--- config.mk ---
export PLATFORM = sky130hd
export DESIGN_NAME = priority_job_queue
export DESIGN_NICKNAME = d
export VERILOG_FILES = /design/src/sv/pjq_pkg.sv /design/src/sv/priority_job_queue.sv /design/src/sv/pjq_cell.sv /design/src/sv/pjq_time.sv
export SDC_FILE = /design/constraint.sdc
export NUM_CORES = 2
export LEC_CHECK = 0
export ABC_AREA = 0
export BUFFER_PORTS_ARGS = -buffer_cell sky130_fd_sc_hd__buf_2
export CAP_MARGIN = 40
export CORE_UTILIZATION = 43
export DETAILED_ROUTE_END_ITERATION = 8
export RECOVER_POWER = 25
export SLEW_MARGIN = 20
export SYNTH_ARGS = -nofsm -noshare
export SYNTH_HDL_FRONTEND = slang
export SYNTH_HIERARCHICAL = 1
export SYNTH_SLANG_ARGS = --single-unit
--- constraint.sdc ---
create_clock -name clk -period 19.2 [get_ports clk]
set_input_delay 3.84 -clock clk [delete_from_list [all_inputs] [get_ports clk]]
set_output_delay 3.84 -clock clk [all_outputs]
set_load 0.02 [all_outputs]
--- src/sv/pjq_pkg.sv ---
`timescale 1ns / 1ps

package pjq_pkg;

	localparam int FIELD_W = 8;
	localparam int CAP_W   = 6;
	localparam int TIME_W  = 16;
	localparam int MIN_W   = 11;
	localparam int SEC_W   = 6;

	localparam logic [1:0] OP_ADD     = 2'd0;
	localparam logic [1:0] OP_EXTRACT = 2'd1;
	localparam logic [1:0] OP_CLEAR   = 2'd2;

	localparam logic [1:0] ST_OK    = 2'd0;
	localparam logic [1:0] ST_FULL  = 2'd1;
	localparam logic [1:0] ST_EMPTY = 2'd2;

	localparam logic [CAP_W-1:0] CAP_RESET = 6'd32;

	// floor(t / 60) = (t * RECIP) >> RECIP_SHIFT for every 16-bit t
	localparam logic [TIME_W-1:0] SEC_PER_MIN = 16'd60;
	localparam logic [TIME_W-1:0] RECIP       = 16'd34953;
	localparam int                RECIP_SHIFT = 21;
	localparam logic [TIME_W-1:0] TIME_MAX    = 16'hFFFF;

	typedef struct packed {
		logic [FIELD_W-1:0] owner;
		logic [FIELD_W-1:0] pages;
		logic [FIELD_W-1:0] prio;
	} entry_t;

	typedef struct packed {
		logic add;
		logic extract;
	} cell_ctl_t;

endpackage

--- src/sv/priority_job_queue.sv ---
`timescale 1ns / 1ps

// Bounded priority queue of print jobs held in a sorted chain of cells, highest
// priority at the head and equal priorities in arrival order. An add slides the
// lower-ranked cells down one place and drops into the gap; an extract pops the
// head and slides every cell up, adding two seconds per page to a running
// completion time that saturates at 65535 s. Chain and time accumulator update
// in the accept cycle; the request then waits in s1, with req_stall high, until
// the response register is free; it then loads the running time, split into
// minutes and seconds by a reciprocal multiply. A response waiting on rsp_stall
// holds one further request in flight at most.
// capacity may be written only while idle; values above DEPTH act as DEPTH.
module priority_job_queue import pjq_pkg::*; #(
	parameter int DEPTH = 32
) (
	input  logic               clk,
	input  logic               arst_n,
	input  logic               cfg_valid,
	output logic               cfg_ready,
	input  logic [CAP_W-1:0]   cfg_data,
	input  logic               req_valid,
	output logic               req_stall,
	input  logic [1:0]         opcode,
	input  logic [FIELD_W-1:0] owner_id,
	input  logic [FIELD_W-1:0] page_count,
	input  logic [FIELD_W-1:0] job_priority,
	output logic               rsp_valid,
	input  logic               rsp_stall,
	output logic [1:0]         status,
	output logic [FIELD_W-1:0] out_owner,
	output logic [FIELD_W-1:0] out_pages,
	output logic [FIELD_W-1:0] out_priority,
	output logic [MIN_W-1:0]   finish_minutes,
	output logic [SEC_W-1:0]   finish_seconds,
	output logic [CAP_W-1:0]   queue_count
);

	localparam int CW = $clog2(DEPTH + 1);
	localparam int MW = (CW > CAP_W) ? CW : CAP_W;

	logic [CAP_W-1:0] cap_q;
	logic [CW-1:0]    count_q;
	logic [CW-1:0]    count_next;
	logic             accept;
	logic             full;
	logic             empty;
	logic             add_ok;
	logic             ext_ok;
	cell_ctl_t        ctl;
	entry_t           new_entry;
	entry_t           cell_entry [DEPTH];
	logic             cell_ge [DEPTH];

	logic             valid_s1;
	logic [1:0]       status_s1;
	entry_t           job_s1;
	logic [CAP_W-1:0] count_s1;
	logic             move;

	logic [MIN_W-1:0] minutes;
	logic [SEC_W-1:0] seconds;

	logic             rsp_valid_q;
	logic [1:0]       status_q;
	entry_t           job_q;
	logic [MIN_W-1:0] minutes_q;
	logic [SEC_W-1:0] seconds_q;
	logic [CAP_W-1:0] rsp_count_q;

	assign cfg_ready = 1'b1;

	always_ff @(posedge clk or negedge arst_n) begin
		if (!arst_n) begin
			cap_q <= CAP_RESET;
		end else if (cfg_valid && cfg_ready) begin
			cap_q <= cfg_data;
		end
	end

	assign accept    = req_valid && !req_stall;
	assign req_stall = valid_s1;
	assign full      = (MW'(count_q) >= MW'(cap_q)) || (MW'(count_q) >= MW'(DEPTH));
	assign empty     = (count_q == '0);
	assign add_ok    = accept && (opcode == OP_ADD) && !full;
	assign ext_ok    = accept && (opcode == OP_EXTRACT) && !empty;

	assign ctl.add     = add_ok;
	assign ctl.extract = ext_ok;

	assign new_entry.owner = owner_id;
	assign new_entry.pages = page_count;
	assign new_entry.prio  = job_priority;

	for (genvar i = 0; i < DEPTH; i++) begin : g_cell
		logic   occ;
		logic   prev_ge;
		entry_t prev_e;
		entry_t next_e;

		assign occ = (CW'(i) < count_q);

		if (i == 0) begin : g_head
			assign prev_ge = 1'b1;
			assign prev_e  = new_entry;
		end else begin : g_body
			assign prev_ge = cell_ge[i-1];
			assign prev_e  = cell_entry[i-1];
		end

		if (i == DEPTH - 1) begin : g_tail
			assign next_e = new_entry;
		end else begin : g_inner
			assign next_e = cell_entry[i+1];
		end

		pjq_cell u_cell (
			.clk        (clk),
			.ctl        (ctl),
			.occupied   (occ),
			.prev_ge    (prev_ge),
			.new_entry  (new_entry),
			.prev_entry (prev_e),
			.next_entry (next_e),
			.ge         (cell_ge[i]),
			.entry      (cell_entry[i])
		);
	end

	always_comb begin
		count_next = count_q;
		if (add_ok) begin
			count_next = count_q + CW'(1);
		end else if (ext_ok) begin
			count_next = count_q - CW'(1);
		end else if (accept && (opcode == OP_CLEAR)) begin
			count_next = '0;
		end
	end

	always_ff @(posedge clk or negedge arst_n) begin
		if (!arst_n) begin
			count_q <= '0;
		end else begin
			count_q <= count_next;
		end
	end

	pjq_time u_time (
		.clk     (clk),
		.arst_n  (arst_n),
		.acc_en  (ext_ok),
		.pages   (cell_entry[0].pages),
		.minutes (minutes),
		.seconds (seconds)
	);

	// hold the request in s1 until the response register frees up
	assign move = valid_s1 && (!rsp_valid_q || !rsp_stall);

	always_ff @(posedge clk or negedge arst_n) begin
		if (!arst_n) begin
			valid_s1 <= 1'b0;
		end else if (accept) begin
			valid_s1 <= 1'b1;
		end else if (move) begin
			valid_s1 <= 1'b0;
		end
	end

	always_ff @(posedge clk) begin
		if (accept) begin
			count_s1 <= CAP_W'(count_next);
			job_s1   <= ext_ok ? cell_entry[0] : '0;
			if (opcode == OP_ADD && full) begin
				status_s1 <= ST_FULL;
			end else if (opcode == OP_EXTRACT && empty) begin
				status_s1 <= ST_EMPTY;
			end else begin
				status_s1 <= ST_OK;
			end
		end
	end

	always_ff @(posedge clk or negedge arst_n) begin
		if (!arst_n) begin
			rsp_valid_q <= 1'b0;
		end else if (move) begin
			rsp_valid_q <= 1'b1;
		end else if (!rsp_stall) begin
			rsp_valid_q <= 1'b0;
		end
	end

	always_ff @(posedge clk) begin
		if (move) begin
			status_q    <= status_s1;
			job_q       <= job_s1;
			minutes_q   <= minutes;
			seconds_q   <= seconds;
			rsp_count_q <= count_s1;
		end
	end

	assign rsp_valid      = rsp_valid_q;
	assign status         = status_q;
	assign out_owner      = job_q.owner;
	assign out_pages      = job_q.pages;
	assign out_priority   = job_q.prio;
	assign finish_minutes = minutes_q;
	assign finish_seconds = seconds_q;
	assign queue_count    = rsp_count_q;

endmodule

--- src/sv/pjq_cell.sv ---
`timescale 1ns / 1ps

module pjq_cell import pjq_pkg::*; (
	input  logic      clk,
	input  cell_ctl_t ctl,
	input  logic      occupied,
	input  logic      prev_ge,
	input  entry_t    new_entry,
	input  entry_t    prev_entry,
	input  entry_t    next_entry,
	output logic      ge,
	output entry_t    entry
);

	entry_t entry_q;

	// held job ranks at or ahead of the new one: it stays put on an add
	assign ge    = occupied && (entry_q.prio >= new_entry.prio);
	assign entry = entry_q;

	always_ff @(posedge clk) begin
		if (ctl.add && !ge) begin
			entry_q <= prev_ge ? new_entry : prev_entry;
		end else if (ctl.extract) begin
			entry_q <= next_entry;
		end
	end

endmodule

--- src/sv/pjq_time.sv ---
`timescale 1ns / 1ps

module pjq_time import pjq_pkg::*; (
	input  logic               clk,
	input  logic               arst_n,
	input  logic               acc_en,
	input  logic [FIELD_W-1:0] pages,
	output logic [MIN_W-1:0]   minutes,
	output logic [SEC_W-1:0]   seconds
);

	logic [TIME_W-1:0]   total_q;
	logic [TIME_W:0]     sum;
	logic [2*TIME_W-1:0] prod;
	logic [MIN_W-1:0]    quot;
	logic [TIME_W-1:0]   rem;

	// two seconds per page, saturate at the top of the range
	assign sum = {1'b0, total_q} + {{(TIME_W-FIELD_W){1'b0}}, pages, 1'b0};

	always_ff @(posedge clk or negedge arst_n) begin
		if (!arst_n) begin
			total_q <= '0;
		end else if (acc_en) begin
			total_q <= sum[TIME_W] ? TIME_MAX : sum[TIME_W-1:0];
		end
	end

	assign prod = total_q * RECIP;
	assign quot = prod[RECIP_SHIFT +: MIN_W];
	assign rem  = total_q - TIME_W'(quot * SEC_PER_MIN);

	always_comb begin
		if (rem >= SEC_PER_MIN) begin
			minutes = quot + MIN_W'(1);
			seconds = SEC_W'(rem - SEC_PER_MIN);
		end else begin
			minutes = quot;
			seconds = SEC_W'(rem);
		end
	end

endmodule

# ---- Word level (Yosys, flattened, before mapping)
# Cells that the tools add are included.
dict set report op_classes {
  n_addsub 6
  multipliers 2
  order_cmp 67
  n_eq_ne 3
  n_mux 106
  reduce_logical 147
}
# operator n
set op_table {}
lappend op_table {{$mux W24} 95}
lappend op_table {{$ge A8 B8 Y1} 32}
lappend op_table {{$lt A5 B6 Y1 const A} 16}
lappend op_table {{$logic_and A1 B1 Y1} 73}
lappend op_table {{$reduce_bool A2 Y1} 33}
lappend op_table {{$lt A4 B6 Y1 const A} 8}
lappend op_table {{$logic_not A1 Y1} 37}
lappend op_table {{$mul A16 B16 Y32 const B} 1}
lappend op_table {{$lt A3 B6 Y1 const A} 4}
lappend op_table {{$mux W6} 4}
lappend op_table {{$add A16 B9 Y17} 1}
lappend op_table {{$ge A16 B6 Y1 const B} 1}
lappend op_table {{$mux W16} 1}
lappend op_table {{$sub A16 B16 Y16} 1}
lappend op_table {{$mul A11 B4 Y14 const B} 1}
lappend op_table {{$lt A1 B6 Y1 const A} 2}
lappend op_table {{$lt A2 B6 Y1 const A} 2}
lappend op_table {{$add A11 B1 Y11 const B} 1}
lappend op_table {{$mux W11} 1}
lappend op_table {{$add A6 B1 Y6 const B} 1}
lappend op_table {{$ge A6 B6 Y1} 1}
lappend op_table {{$ge A6 B6 Y1 const B} 1}
lappend op_table {{$logic_not A6 Y1} 1}
lappend op_table {{$sub A6 B1 Y6 const B} 1}
lappend op_table {{other kinds (8)} 12}
dict set report totals {
  regBits 879
  inputBits 37
  out_inout_bits 52
  elab_cells 444
}

# ---- Longest topological paths before layout
dict set report logic_depth {
  word_depth 6
  depth_mapped 40
  ltp_nobuf 39
}

# ---- Modules after synthesis
# The synthesis kept the hierarchy.
# mod n_inst cells_each area_each_um2 seq_area_each_um2
set by_module_without_submodules {}
lappend by_module_without_submodules {{pjq_cell at g_cell[0].u_cell ...} 31 110 1634.1 720.7}
lappend by_module_without_submodules {pjq_time 1 584 5163.7 400.4}
lappend by_module_without_submodules {priority_job_queue 1 270 3834.9 2783.9}
lappend by_module_without_submodules {{pjq_cell at g_cell[24].u_cell} 1 110 1655.3 720.7}

# ---- Least setup slack after synthesis
# OpenSTA, ideal clock, no wires.
dict set report synth_timing {
  kind {flip-flop to flip-flop}
  from {register u_time.total_q[6]}
  to {register seconds_q[3], in the netlist finish_seconds[3], data pin}
  t_arrival_ns 8.912
  slack_ns 10.028
  path_stages_with_launch 38
  path_buffers 1
  synth_period_minus_slack_ns 9.172
  path_cell_list {dfrtp_1 > ha_1 > fa_1 > inv_1 > fa_1 > inv_1 > ha_1 > ha_1 > ha_1 > a21o_1 > a221oi_2 > a21oi_1 > a2111oi_2 > o21ai_1 > and2_1 > xnor2_1 > xnor2_1 > xor2_1 > (+2 left out) > ha_1 > inv_1 > o21ai_0 > a21o_1 > a21o_1 > xnor2_1 > ha_1 > a21o_1 > o21bai_1 > a21o_1 > a21o_1 > a21o_1 > a21oi_1 > o21ai_0 > nor4_1 > nand4_1 > buf_6 > mux2_4}
}
dict set report synth_via {
  elab_chain_cells 5
}
# element line_no
set synth_lines {}
lappend synth_lines {{start: declaration} pjq_time.sv:12} ;# logic [TIME_W-1:0] total_q;
lappend synth_lines {{start signal: assignment} pjq_time.sv:25} ;# total_q <= sum[TIME_W] ? TIME_MAX : sum[TIME_W-1:0];
lappend synth_lines {{$mul A16 B16 Y32} pjq_time.sv:29} ;# assign prod = total_q * RECIP;
lappend synth_lines {{$mul A11 B4 Y14} pjq_time.sv:31} ;# assign rem = total_q - TIME_W'(quot * SEC_PER_MIN);
lappend synth_lines {{$sub A16 B16 Y16 *} pjq_time.sv:31}
lappend synth_lines {{$ge A16 B6 Y1 or $sub A6 B6 Y6 (tied branches)} {pjq_time.sv:34, pjq_time.sv:36}}
lappend synth_lines {{$mux W6 *} pjq_time.sv:34} ;# if (rem >= SEC_PER_MIN) begin
lappend synth_lines {{via seconds[3]} priority_job_queue.sv:61} ;# logic [SEC_W-1:0] seconds;
lappend synth_lines {{end signal: assignment} priority_job_queue.sv:199} ;# seconds_q <= seconds;
lappend synth_lines {{end: declaration} priority_job_queue.sv:67} ;# logic [SEC_W-1:0] seconds_q;
# Mark *: on every way through the listed nets, which the timed path passes. The rest lies on a longest branch.
# A chain may end at the register's enable or synchronous reset.

# ---- Worst setup path in the final report
dict set report layout_timing {
  from {register u_time.total_q[6]}
  to {register minutes_q[1], in the netlist finish_minutes[1], data pin}
}
dict set report layout_via {
  elab_chain_cells 5
}
# element line_no
set layout_lines {}
lappend layout_lines {{$mul A16 B16 Y32} pjq_time.sv:29}
lappend layout_lines {{$mul A11 B4 Y14} pjq_time.sv:31}
lappend layout_lines {{$sub A16 B16 Y16} pjq_time.sv:31}
lappend layout_lines {{$ge A16 B6 Y1} pjq_time.sv:34}
lappend layout_lines {{$mux W11 *} pjq_time.sv:34}
lappend layout_lines {{via minutes[1]} priority_job_queue.sv:60} ;# logic [MIN_W-1:0] minutes;
lappend layout_lines {{end signal: assignment} priority_job_queue.sv:198} ;# minutes_q <= minutes;
lappend layout_lines {{end: declaration} priority_job_queue.sv:66} ;# logic [MIN_W-1:0] minutes_q;
# Marks and branches as above.

==> impl_table.tex <==
\begin{tabular}{lr}
\hline
Metric & Value \\
\hline
\multicolumn{2}{l}{\textbf{Drt}} \\
\quad \# DRC & 0 \\
\quad Total length of routed wires & 147000 um \\
\quad Count of vias placed by the detailed router & 35000 \\
\quad DR pass1 iterations & 5 \\
\quad Count of nets left with antenna violations after detail routing & 0 \\
\quad Average routed wire per standard cell & 22.9 um \\
\quad Via density per instance & 5.44 \\
\quad Violation count after the first detailed-route iteration & 2085 \\
\multicolumn{2}{l}{\textbf{Status}} \\
\quad Run status & finished, violations left \\
\quad Failing checks & max-capacitance violations, max-slew violations \\
\multicolumn{2}{l}{\textbf{Final layout}} \\
\quad Post-layout instance count excluding filler cells & 6427 \\
\quad Share of the core filled with cells & 46.7\% \\
\quad Proportion of layout cells with a drive suffix above 1 & 39.7\% \\
\quad Net total in the final layout & 4925 \\
\quad Register area & 0.0262 mm2 \\
\quad Area of combinational cells with multiple inputs & 0.0313 mm2 \\
\quad Relative area change from synthesis to final layout & 7.63\% \\
\quad Count of filler cells inserted in the layout & 12600 \\
\multicolumn{2}{l}{\textbf{Global routing}} \\
\quad GR Util All Layers & 20.2\% \\
\quad Global-route wire length before repair & 229000 um \\
\quad Initial antenna violation count & 1 \\
\quad Via count of the first global-routing pass & 36800 \\
\quad Largest net degree at the start of global routing & 67 \\
\quad Remaining global-route overflow & 0 \\
\multicolumn{2}{l}{\textbf{Setup path}} \\
\quad Crit path arrival time & 10720 ps \\
\quad CP Class & register to register \\
\quad Maximum fanout along the worst path & 12 \\
\quad Critical Path Start Type & register \\
\quad CP max-delay cell & fa\_1 \\
\quad Crit path largest cell delay & 600 ps \\
\quad Count of buffering cells on the critical path with inverters included & 6 \\
\quad Element type at the critical path end & register \\
\quad Most frequent cell on the critical path & ha\_1 \\
\quad Kind of cell adding the most delay to the critical path & adder cells \\
\quad Worst Path Required & 19650 ps \\
\multicolumn{2}{l}{\textbf{Timing}} \\
\quad Setup TNS Final & 0 ps \\
\quad Final-layout worst hold slack & 410 ps \\
\quad RSZ-0062 raised after global routing & false \\
\quad Actual transition at the worst max-transition pin & 3060 ps \\
\quad Max\_slew headroom & -104\% \\
\quad Fin crit share & 53.5\% \\
\quad Count of final setup violators & 0 \\
\quad Fin. Hold Viols & 0 \\
\quad Fin Clk Skew & 23.1 ps \\
\quad Min Tclk post-route & 10270 ps \\
\quad Max Freq & 0.0974 GHz \\
\quad Number of max-slew violations in the final report & 223 \\
\multicolumn{2}{l}{\textbf{Synthesis}} \\
\quad Cell area after technology mapping & 0.0613 mm2 \\
\quad Number of synthesis warnings & 6 \\
\quad Cell count after synthesis & 4371 \\
\quad Synthesized area per cell & 14.0 um2 \\
\multicolumn{2}{l}{\textbf{Floorplanning}} \\
\quad Ports placed on the boundary & 89 \\
\quad Horizontal die dimension & 380 um \\
\quad Row cnt & 138 \\
\quad DIE HEIGHT & 380 um \\
\quad Area inside the core boundary & 0.141 mm2 \\
\quad Area enclosed by the die boundary & 0.144 mm2 \\
\quad Starting utilization of the core area & 43.3\% \\
\multicolumn{2}{l}{\textbf{Place}} \\
\quad Number of placed instances, taps included & 6228 \\
\quad Estimated wirelength of the detail-placed design & 106000 um \\
\quad Final GP Congestion & 0.821 \\
\quad Number of buffers added on ports & 87 \\
\multicolumn{2}{l}{\textbf{CTS}} \\
\quad Clock root cell & clkbuf\_16 \\
\quad CTS tree & yes \\
\quad CTS hold repair buffers & 0 \\
\quad Maximum root-to-sink buffer count & 3 \\
\quad Clock slew at the register clock pins of the worst setup and hold paths & 60 ps \\
\quad Total clock buffers created by CTS & 102 \\
\quad Htree depth & 3 \\
\quad Worst-Skew Late Latency & 720 ps \\
\quad Number of post-CTS setup repair buffers & 0 \\
\quad Post-cts gate resize count & 0 \\
\quad Number of sinks handled by clock tree synthesis & 879 \\
\multicolumn{2}{l}{\textbf{Worst hold path}} \\
\quad Type of the tightest min-delay check & register to register \\
\multicolumn{2}{l}{\textbf{Job}} \\
\quad Number of maximum-capacitance constraint violations & 6 \\
\hline
\end{tabular}
-- worst reg2reg max path, delay by kind of cell, from the launching register on --
family | cells | cell delay (ps)
adders and majority gates | 10 | 3970
AOI/OAI and AO/OA | 12 | 2670
and+or+nand+nor | 7 | 1020
xor gates and xnor gates | 3 | 870
buffers and inverters | 6 | 680
DFF | 1 | 490
muxes | 1 | 320
-- area by class of cell --
class / count / area share (%)
diodes: 1 / 0.00379
clock buffers: 125 / 4.11
clock inverters: 64 / 0.838
inverters: 419 / 2.38
multi-input cells: 2894 / 47.4
flip-flops and latches: 879 / 39.8
well taps: 1890 / 3.58
repair buffers: 155 / 1.91
-- per-layer routing --
metal  vias to the layer above  track usage (%)  wire length (um)
li1                      16600                -                 -
met1                     17700             27.8             69500
met2                       513             33.6             70500
met3                       191             2.44              3920
met4                         0             4.86              3170
met5                         -                0                 0
-- per-stage QoR --
stage	cell area [um2]	worst slack, ps
floorplan	61300	10030
global placement	62800	8490
detailed placement	63300	8310
CTS	66600	8290
global route	66000	8260
finish	66000	8930
-- cells in the final DEF, fill, tap and decap left out, types with 13 or more instances in the layout --
cell	instances
clkbuf_16	104
nand2_4	23
dfrtp_1	29
mux2_2	930
buf_16	13
o21ai_1	35
xor2_1	14
fa_1	32
o21ai_0	102
and4_1	33
clkinv_1	26
a211oi_1	66
o2111ai_2	25
buf_4	34
xnor2_1	44
mux2_1	140
nor2_1	43
nand4_1	13
a21oi_2	53
mux2_4	470
clkbuf_1	82
clkinv_2	19
inv_1	419
o21a_1	42
buf_2	30
a21oi_1	35
ha_1	405
edfxtp_1	849
and2_1	19
a21o_1	23
nand2_1	95
or2_2	36
nand2b_1	44
a211o_1	33
-- sequential cells by signal, indices dropped and copies added, names as in the netlist --
register / count
job_s1: 24
g_cell.u_cell/entry: 768
cap_q: 6
status: 2
count_s1: 6
u_time/total_q: 16
req_stall: 1
out_pages: 8
count_q: 6
out_owner: 8
rsp_valid: 1
status_s1: 2
queue_count: 6
finish_minutes: 11
finish_seconds: 6
out_priority: 8
-- worst paths after layout --
path	endpoint	slack, ps	startpoint	depth (start not counted)
setup / recovery	finish_minutes[1]$_DFFE_PP_	8930	u_time/total_q[6]$_DFFE_PN0P_	39
hold / removal	out_priority[0]$_DFFE_PP_	410	job_s1[0]$_SDFFCE_PN0P_	0
setup reg to reg	finish_minutes[1]$_DFFE_PP_	8930	u_time/total_q[6]$_DFFE_PN0P_	39
hold reg to reg	out_priority[0]$_DFFE_PP_	410	job_s1[0]$_SDFFCE_PN0P_	0
max in group asynchronous	u_time/total_q[4]$_DFFE_PN0P_	14310	arst_n	2
min in group asynchronous	cap_q[1]$_DFFE_PN0P_	2960	arst_n	1
Power is not shown: default switching activity piles up to over one toggle a cycle in this logic, so the estimate is an artifact.
